**src/hdl/tx_descriptor_ring_segmenter_assert.svh**
```systemverilog
// ---------------------------------------------------------------------------
// tx descriptor ring segmenter assertion macros
// shared helpers for the concurrent checks at the end of the ring segmenter module
// ---------------------------------------------------------------------------
`ifndef TX_DESCRIPTOR_RING_SEGMENTER_ASSERT_SVH
`define TX_DESCRIPTOR_RING_SEGMENTER_ASSERT_SVH

// same-cycle implication, held off while reset is high
`define TXDRS_ASSERT_IMPLIES(name, clk, rst, ante, cons, msg) \
   name: assert property (@(posedge clk) disable iff (rst) (ante) |-> (cons)) \
      else $error(msg);

// next-cycle implication, held off while reset is high
`define TXDRS_ASSERT_NEXT(name, clk, rst, ante, cons, msg) \
   name: assert property (@(posedge clk) disable iff (rst) (ante) |=> (cons)) \
      else $error(msg);

`endif

```
**src/hdl/txdrs_pkg.sv**
```systemverilog
// ---------------------------------------------------------------------------
// txdrs_pkg
// types and constants shared by the transmit descriptor ring segmenter
// ---------------------------------------------------------------------------
package txdrs_pkg;

   // field widths
   localparam int IDX_W       = 6;
   localparam int LEN_W       = 16;
   localparam int SEG_W       = 15;
   localparam int STATUS_W    = 2;
   localparam int REQ_TDATA_W = 24;
   localparam int RSP_TDATA_W = 48;

   // operation codes carried on req_tuser
   localparam logic OP_SUBMIT   = 1'b0;
   localparam logic OP_COMPLETE = 1'b1;

   // result status codes carried on rsp_tuser
   localparam logic [STATUS_W-1:0] RSP_PLACED     = 2'd0;
   localparam logic [STATUS_W-1:0] RSP_QUEUE_FULL = 2'd1;
   localparam logic [STATUS_W-1:0] RSP_EMPTY      = 2'd2;

   // answer of the shared segment unit for the current remaining length
   typedef struct packed {
      logic             fits;        // remaining bytes fit in one segment
      logic [SEG_W-1:0] seg_len;     // bytes of this segment
      logic [LEN_W-1:0] remain_next; // bytes left after this segment
   } seg_calc_type;

endpackage

```
**src/hdl/tx_descriptor_ring_segmenter.sv**
```systemverilog
// ---------------------------------------------------------------------------
// tx_descriptor_ring_segmenter
// transmit descriptor ring with packet segmentation and busy tracking
// ---------------------------------------------------------------------------
// Usage: req_ carries submit and completion items (req_tuser = operation).
// A submit cuts packet_length into segments of at most SEGMENT_BYTES, one ring
// slot per segment from the producer index, and gives one rsp_ item per
// segment; rsp_tlast marks the final item of the submit. If a needed slot is
// busy, or the packet needs more segments than the ring holds, one queue-full
// item is given and nothing changes. A zero length gives one empty item.
// A completion frees one slot and gives no item.
// Order: a submit is accepted, the check walk tests one slot per segment,
// then the emit walk places the segments; a refused submit goes from the check
// walk to one report item. The check and emit walks share one subtract and
// compare unit, one segment per cycle (the emit walk only while the output
// register is free), and req_tready stays low while a submit is in progress.
// Reset: every slot free, producer index zero, no item pending.
// Stall: the last result waits in the output register while the next item is
// taken; a stalled rsp_ side holds the emit walk until the register is free.
// ---------------------------------------------------------------------------
module tx_descriptor_ring_segmenter #(
   parameter int RING_DEPTH    = 64,
   parameter int SEGMENT_BYTES = 1518
) (
   input  logic                                clock,
   input  logic                                reset,
   // request channel
   input  logic                                req_tvalid,
   output logic                                req_tready,
   // [15:0] packet_length, [21:16] done_index, [23:22] zero
   input  logic [txdrs_pkg::REQ_TDATA_W-1:0]   req_tdata,
   // [0] operation
   input  logic                                req_tuser,
   // response channel
   output logic                                rsp_tvalid,
   input  logic                                rsp_tready,
   // [5:0] descriptor_index, [20:6] segment_length, [36:21] source_offset,
   // [37] end_of_packet, [43:38] new_tail, [47:44] zero
   output logic [txdrs_pkg::RSP_TDATA_W-1:0]   rsp_tdata,
   // [1:0] status
   output logic [txdrs_pkg::STATUS_W-1:0]      rsp_tuser,
   output logic                                rsp_tlast
);
   import txdrs_pkg::*;

   `include "tx_descriptor_ring_segmenter_assert.svh"

   localparam int RW = $clog2(RING_DEPTH);
   localparam logic [IDX_W-1:0] LAST_SLOT = IDX_W'(RING_DEPTH - 1);

   typedef enum logic [3:0] {
      ST_IDLE   = 4'b0001,
      ST_CHECK  = 4'b0010,
      ST_EMIT   = 4'b0100,
      ST_REPORT = 4'b1000
   } state_type;

   state_type               state_ff, state_in;
   logic [RING_DEPTH-1:0]   slot_busy_ff, slot_busy_in;
   logic [IDX_W-1:0]        prod_ff, prod_in;
   logic [IDX_W-1:0]        idx_ff, idx_in;
   logic [IDX_W-1:0]        count_ff, count_in;
   logic [LEN_W-1:0]        len_ff, len_in;
   logic [LEN_W-1:0]        remain_ff, remain_in;
   logic [LEN_W-1:0]        offset_ff, offset_in;
   logic [STATUS_W-1:0]     report_ff, report_in;

   logic                    out_valid_ff, out_valid_in;
   logic [STATUS_W-1:0]     out_status_ff, out_status_in;
   logic [IDX_W-1:0]        out_desc_ff, out_desc_in;
   logic [SEG_W-1:0]        out_seg_ff, out_seg_in;
   logic [LEN_W-1:0]        out_off_ff, out_off_in;
   logic                    out_eop_ff, out_eop_in;
   logic [IDX_W-1:0]        out_tail_ff, out_tail_in;
   logic                    out_last_ff, out_last_in;

   logic                    req_accept;
   logic                    out_free;
   logic                    emit_load;
   logic [LEN_W-1:0]        req_len;
   logic [IDX_W-1:0]        req_done;
   logic [IDX_W-1:0]        idx_next;
   logic [RW-1:0]           walk_slot;
   seg_calc_type            calc;

   // request unpacking and handshake
   assign req_len    = req_tdata[LEN_W-1:0];
   assign req_done   = req_tdata[LEN_W+IDX_W-1:LEN_W];
   assign req_tready = (state_ff == ST_IDLE);
   assign req_accept = req_tvalid && req_tready;
   assign out_free   = !out_valid_ff || rsp_tready;
   assign emit_load  = (state_ff == ST_EMIT) && out_free;

   // ring walk position
   assign walk_slot = idx_ff[RW-1:0];
   assign idx_next  = (idx_ff == LAST_SLOT) ? '0 : idx_ff + 1'b1;

   // shared segment unit
   txdrs_seg_unit #(
      .SEGMENT_BYTES (SEGMENT_BYTES)
   ) u_seg_unit (
      .remain (remain_ff),
      .calc   (calc)
   );

   // sequencer
   always_comb begin
      state_in      = state_ff;
      slot_busy_in  = slot_busy_ff;
      prod_in       = prod_ff;
      idx_in        = idx_ff;
      count_in      = count_ff;
      len_in        = len_ff;
      remain_in     = remain_ff;
      offset_in     = offset_ff;
      report_in     = report_ff;
      out_valid_in  = out_valid_ff && !rsp_tready;
      out_status_in = out_status_ff;
      out_desc_in   = out_desc_ff;
      out_seg_in    = out_seg_ff;
      out_off_in    = out_off_ff;
      out_eop_in    = out_eop_ff;
      out_tail_in   = out_tail_ff;
      out_last_in   = out_last_ff;

      unique case (state_ff)
         ST_IDLE: begin
            if (req_accept) begin
               if (req_tuser == OP_COMPLETE) begin
                  if ({1'b0, req_done} < (IDX_W+1)'(RING_DEPTH)) begin
                     slot_busy_in[req_done[RW-1:0]] = 1'b0;
                  end
               end else if (req_len == '0) begin
                  report_in = RSP_EMPTY;
                  state_in  = ST_REPORT;
               end else begin
                  len_in    = req_len;
                  remain_in = req_len;
                  idx_in    = prod_ff;
                  count_in  = '0;
                  state_in  = ST_CHECK;
               end
            end
         end
         ST_CHECK: begin
            // one slot per cycle: busy, fits, or out of ring
            if (slot_busy_ff[walk_slot]) begin
               report_in = RSP_QUEUE_FULL;
               state_in  = ST_REPORT;
            end else if (calc.fits) begin
               remain_in = len_ff;
               offset_in = '0;
               idx_in    = prod_ff;
               state_in  = ST_EMIT;
            end else if (count_ff == LAST_SLOT) begin
               report_in = RSP_QUEUE_FULL;
               state_in  = ST_REPORT;
            end else begin
               remain_in = calc.remain_next;
               idx_in    = idx_next;
               count_in  = count_ff + 1'b1;
            end
         end
         ST_EMIT: begin
            // one segment per cycle while the output register is free
            if (out_free) begin
               out_valid_in            = 1'b1;
               out_status_in           = RSP_PLACED;
               out_desc_in             = idx_ff;
               out_seg_in              = calc.seg_len;
               out_off_in              = offset_ff;
               out_eop_in              = calc.fits;
               out_tail_in             = idx_next;
               out_last_in             = calc.fits;
               slot_busy_in[walk_slot] = 1'b1;
               offset_in               = offset_ff + LEN_W'(calc.seg_len);
               remain_in               = calc.remain_next;
               idx_in                  = idx_next;
               if (calc.fits) begin
                  prod_in  = idx_next;
                  state_in = ST_IDLE;
               end
            end
         end
         ST_REPORT: begin
            if (out_free) begin
               out_valid_in  = 1'b1;
               out_status_in = report_ff;
               out_desc_in   = '0;
               out_seg_in    = '0;
               out_off_in    = '0;
               out_eop_in    = 1'b0;
               out_tail_in   = prod_ff;
               out_last_in   = 1'b1;
               state_in      = ST_IDLE;
            end
         end
         default: begin
            state_in = ST_IDLE;
         end
      endcase
   end

   // control registers
   always_ff @(posedge clock) begin
      if (reset) begin
         state_ff     <= ST_IDLE;
         slot_busy_ff <= '0;
         prod_ff      <= '0;
         out_valid_ff <= 1'b0;
      end else begin
         state_ff     <= state_in;
         slot_busy_ff <= slot_busy_in;
         prod_ff      <= prod_in;
         out_valid_ff <= out_valid_in;
      end
   end

   // walk and result payload registers
   always_ff @(posedge clock) begin
      idx_ff        <= idx_in;
      count_ff      <= count_in;
      len_ff        <= len_in;
      remain_ff     <= remain_in;
      offset_ff     <= offset_in;
      report_ff     <= report_in;
      out_status_ff <= out_status_in;
      out_desc_ff   <= out_desc_in;
      out_seg_ff    <= out_seg_in;
      out_off_ff    <= out_off_in;
      out_eop_ff    <= out_eop_in;
      out_tail_ff   <= out_tail_in;
      out_last_ff   <= out_last_in;
   end

   // response packing
   assign rsp_tvalid = out_valid_ff;
   assign rsp_tuser  = out_status_ff;
   assign rsp_tlast  = out_last_ff;
   assign rsp_tdata  = {4'b0000, out_tail_ff, out_eop_ff, out_off_ff, out_seg_ff, out_desc_ff};

   // checks
   `TXDRS_ASSERT_IMPLIES(a_refusal_is_last, clock, reset,
      rsp_tvalid && (rsp_tuser != RSP_PLACED), rsp_tlast,
      "refused submit item not marked last")
   `TXDRS_ASSERT_IMPLIES(a_prod_in_ring, clock, reset,
      1'b1, prod_ff <= LAST_SLOT,
      "producer index beyond ring")
   `TXDRS_ASSERT_NEXT(a_emit_marks_busy, clock, reset,
      emit_load, slot_busy_ff[$past(walk_slot)],
      "placed segment left its slot free")
   `TXDRS_ASSERT_IMPLIES(a_emit_slot_free, clock, reset,
      emit_load, !slot_busy_ff[walk_slot],
      "segment placed on a busy slot")

endmodule

```
**src/hdl/txdrs_seg_unit.sv**
```systemverilog
// ---------------------------------------------------------------------------
// txdrs_seg_unit
// shared subtract and compare unit: cuts one segment off the remaining length
// ---------------------------------------------------------------------------
module txdrs_seg_unit #(
   parameter int SEGMENT_BYTES = 1518
) (
   input  logic [txdrs_pkg::LEN_W-1:0] remain,
   output txdrs_pkg::seg_calc_type     calc
);
   import txdrs_pkg::*;

   localparam logic [LEN_W-1:0] SEG_BYTES_L = LEN_W'(SEGMENT_BYTES);

   // one compare and one subtract, reused by the check walk and the emit walk
   always_comb begin
      calc.fits        = (remain <= SEG_BYTES_L);
      calc.seg_len     = calc.fits ? remain[SEG_W-1:0] : SEG_W'(SEGMENT_BYTES);
      calc.remain_next = remain - SEG_BYTES_L;
   end

endmodule

```
**config.mk**
```make
export PLATFORM = sky130hd
export DESIGN_NAME = tx_descriptor_ring_segmenter
export DESIGN_NICKNAME = d
export VERILOG_FILES = /design/src/hdl/txdrs_pkg.sv /design/src/hdl/tx_descriptor_ring_segmenter.sv /design/src/hdl/txdrs_seg_unit.sv
export VERILOG_INCLUDE_DIRS = /design/src /design/src/hdl
export SDC_FILE = /design/constraint.sdc
export NUM_CORES = 1
export LEC_CHECK = 0
export BUFFER_PORTS_ARGS = -buffer_cell sky130_fd_sc_hd__buf_4
export CORE_AREA = 8 8 182 184
export CTS_CLUSTER_SIZE = 20
export DETAILED_ROUTE_END_ITERATION = 8
export DIE_AREA = 0 0 190 192
export HOLD_SLACK_MARGIN = 0.05
export SLEW_MARGIN = 20
export SYNTH_ARGS = -nofsm -noshare
export SYNTH_HDL_FRONTEND = slang
export SYNTH_HIERARCHICAL = 1
export SYNTH_SLANG_ARGS = --single-unit
```
**constraint.sdc**
```tcl
create_clock -name clock -period 10.9 [get_ports clock]
set_input_delay 2.18 -clock clock [delete_from_list [all_inputs] [get_ports clock]]
set_output_delay 2.18 -clock clock [all_outputs]
set_load 0.02 [all_outputs]
```
# == Word level (Yosys, flattened, before mapping) ==
# Cells that the tools add are included.
# word_totals
ff_bits,184
output_inout_bits,53
# op_classes
addsub,4
magnitude_cmp,5
eq_ne,22
mux,77
n_bitwise,5
reduce_logical,23
# ops
cell,n
$mux W16,12
$mux W64,3
$pmux W64 S2,1
$mux W6,17
$and A64 B64 Y64,1
$not A64 Y64,1
$or A64 B64 Y64,1
$pmux W16 S2,2
$pmux W16 S3,1
$mux W15,3
$mux W4,9
$pmux W6 S2,3
$pmux W15 S2,1
$ne A2 B2 Y1 const B,9
$pmux W6 S3,1
$add A16 B15 Y16,1
$le A16 B11 Y1 const B,1
$logic_not A16 Y1,1
$mux W2,8
$pmux W4 S4,1
$sub A16 B11 Y16 const B,1
$lt A6 B7 Y1 const B,2
$reduce_and A7 Y1,2
$add A6 B1 Y6 const B,2
24 further kinds,52

# == Logic depth before layout (Yosys ltp) ==
# depth
depth_word,9
mapped_depth,13

# == Hierarchy ==
# The synthesis kept the hierarchy.
# by_module_without_submodules
mod,n_inst,cells_each,area_each_um2,seq_area_each_um2
tx_descriptor_ring_segmenter,1,875,8862.2,4774.6
txdrs_seg_unit,1,61,396.6,0.0

# == Worst setup path before layout ==
# No wires, ideal clock.
# synth_path
path_kind,input-to-reg
startpoint,input port rsp_tready
endpoint,"register out_desc_ff[0], enable pin"
setup_time_ns,0.452
t_arrival_ns,4.241
setup_slack_ns,6.207
stages,2
n_path_buf,0
path_cell_list,nor2b_1 nor2_1
# synth_between
elab_chain_cells,3
# synth_rtl
item,line,source
start: declaration,tx_descriptor_ring_segmenter.sv:36,"input logic rsp_tready,"
$logic_or A1 B1 Y1 *,tx_descriptor_ring_segmenter.sv:91,assign out_free = !out_valid_ff || rsp_tready;
$ne A2 B2 Y1 (no source line),-,
$reduce_and A3 Y1 (no source line) *,-,
end signal: assignment,tx_descriptor_ring_segmenter.sv:228,out_desc_ff <= out_desc_in;
end: declaration,tx_descriptor_ring_segmenter.sv:70,"logic [IDX_W-1:0] out_desc_ff, out_desc_in;"
# Every way passes the cells marked *; elsewhere a longest branch is shown, timed or not.
# A chain may end at the register's enable or synchronous reset.

==> run summary <==
Max clock buf depth - 2
Most frequent cell after synthesis - edfxtp_1
Initial core utilization - 30.67%
Critical Setup Path Class - reg2reg
Dpl hpwl - 17500 um
Top cell type's share of synthesized area - 35.35%
Crit-path most repeated cell - o21ai_0
Max IR drop VDD - 0.00009378 V
Tot GR Track Use - 13.86%
Relative slew slack - 36.86%
Seq/Total Area, Yosys - 51.57%
CP max stage cell - o21ai_0
Ys async rst share - 0%
Yosys reg bits - 184
PostCTS Resize Cnt - 0
Arr. time, crit path - 4090 ps
Via count - 7311
Worst hold path class - reg2reg
Fin nets - 1038
Vias in the first global route - 7187
Setup TNS - 0 ps
Final setup vio count - 0
Share of cells above drive strength 1 - 15.85%
Crit path required time - 11070 ps
Share of power burned in registers - 49.6%
Die Width - 190 um
Initial DRC count - 729
First drt pass iteration count - 7
Worst Setup End Kind - register
CTS tree - done
Psw - 451.3 uW
Skew-Pair Late Insertion Delay - 430 ps
Die area - 36480 um^2
Pwr/cell area - 147.0 nW/um^2
Antenna violations before repair - 0
Synthesized area - 9259 um^2
Max FO, Critical Path - 7
CP top delay family - compound AO/OA/AOI/OAI gates
Post-route ant nets - 0
Post-synth EDFFs - 109
Clk sinks - 184
RSZ-0062 raised after global routing - false
N_diodes - 0
Max frequency - 255.2 MHz
Clock Root Buffer - clkbuf_16
Switching part of the total power - 28.55%
Core area - 30190 um^2
Htree depth - 4
Largest net degree at the start of global routing - 75
Mapped Cells - 936
# Max-Cap Violations - 0
Cells along the critical path - nand4_1, o21ai_0, a21o_4, nor2_1, ha_1, fa_1, a211oi_1, o21ai_0, a31o_2, a21oi_1, o21ai_0, xnor2_1, nor2_1
Die outline height - 192 um
Ys Warns - 6
DRC Markers - 0
Top cells by area, synth - edfxtp_1 (35%), dfxtp_1 (16%), a21oi_1 (5.2%)
CP peak stage delay - 660 ps
Min cycle time layout - 3919 ps
Clock network fraction of total power - 38.7%
Port buffer count - 75
Status - finished clean
Buffer count from post-CTS setup fixing - 0
Commonest cells post-synth - edfxtp_1 (109), a21oi_1 (97), nand2_1 (87)
Final clock skew - 11.24 ps
GRT overflow - 0
CP Launch Type - register
Comb pwr share - 11.8%
Post-synth top flop - edfxtp_1
Power Total - 1581 uW
Io pins - 82
CTS clk-pin slew, worst paths - 70 ps
Drt total wl - 25140 um
Post-synth cell types - 73
Post-route cell area - 10760 um^2
CP bufs+invs - 0
Fin crit share - 35.95%
Final Hold Viols - 0
Slew Limit Fails - 0
Global-route wire length before repair - 40050 um
Site row count - 64
Routed WL per cell - 17.97 um
Via density - 5.226
TritonCTS Buffers - 17
Hold-fix buffer count after cts - 0
Placed cell areas - 10180 um^2
Slew @ Worst Pin - 944.8 ps
Syn Area/Cell - 9.892 um^2
Leak Pwr - 0.003721 uW
Layout fillers - 3038
Cell taking the most area after synthesis - edfxtp_1
Area Growth Syn to Fin - 16.16%
Placer Congestion - 0.8789
P_int - 1129 uW
## placed cells by master, fill, tap and decap left out, drive strengths merged, types with 8 or more instances in the layout
master    n
buf      84
or2      18
a31oi     9
inv      38
nor2     79
xor2     15
a222oi   16
edfxtp  109
nand2    87
and2     13
nor4      8
xnor2    15
a221oi   10
a21o      8
ha       18
conb      8
dfxtp    75
nor3     12
or3      10
o21ai    73
nand3b   12
nor2b    47
nand3    28
a21oi    97
clkbuf   17
mux2i     9
## path summary, 6_finish.rpt
kind	startpoint	to	slack (ps)	depth (start not counted)
worst max-delay path	remain_ff[6]	offset_ff[14]	6980	13
worst min-delay path	prod_ff[0]	prod_ff[0]	470	2
worst max register to register	remain_ff[6]	offset_ff[14]	6980	13
worst min register to register	prod_ff[0]	prod_ff[0]	470	2
## cells by family after synthesis
group           after synthesis  share of synthesized area, %
simple gates                352                         20.24
compound gates              247                         16.28
flops                       184                         51.57
buf+inv                      84                         4.027
xor+xnor                     30                         2.838
fa+ha+maj                    19                         2.649
mux                          18                         2.311
other cells                   2                       0.08111
## per-layer routing
metal  vias up  part of all wire, %  GRT usage (%)  wire, um
met5         -                    0              0         0
met4         0                  3.0          5.893       759
met3        48                  7.9          3.341      1984
met2       249                   45          21.58     11230
met1      3501                   44          18.13     11170
li1       3513                    -              -         -
## through the flow
step	utilization [%]	worst slack [ps]	cells	hold slack (ps)
final	35.63	6981	1399	472.4
after global routing	35.63	6745	1399	495.7
after CTS	35.62	7028	1399	475.0
after detailed placement	33.71	7007	1367	465.6
after global placement	33.71	6944	1367	455.7
after floorplan	-	6207	942	447.1
## power groups by stage
stage	clock network (uW)	logic, uW	registers, uW
floorplan	0	132	789
global placement	0	183	798
detailed placement	0	183	799
CTS	621	184	783
global route	643	204	786
finish	611	186	783
## flip-flops by register name, summed over array words and instances, names as in the netlist
name and count:
state_ff 4, rsp_tlast 1, len_ff 16, out_tail_ff 6, rsp_tvalid 1, out_seg_ff 15
out_desc_ff 6, offset_ff 16, slot_busy_ff 64, remain_ff 16, out_off_ff 16, rsp_tuser 2
idx_ff 6, report_ff 2, prod_ff 6, out_eop_ff 1, count_ff 6
## worst reg2reg max path, delay by kind of cell (launching register included)
kind,cells,cell delay [ps]
AO/OA/AOI/OAI,7,2090
AND/OR/NAND/NOR,3,310
adder cells (fa/ha/maj),2,650
flip-flops,1,430
XOR/XNOR,1,170
## layout make-up
class | count | area, um^2 | share of cell area, %
Timing Repair Buffer | 84 | 630.6 | 5.863
Sequential cell | 184 | 4775 | 44.39
Inverter | 29 | 108.9 | 1.012
Clock buffer | 17 | 425.4 | 3.955
Multi-Input combinational cell | 674 | 4170 | 38.77
Clock inverter | 15 | 150.1 | 1.396
Tap cell | 396 | 495.5 | 4.607
Note: power is estimated with default switching activity, not from simulation.
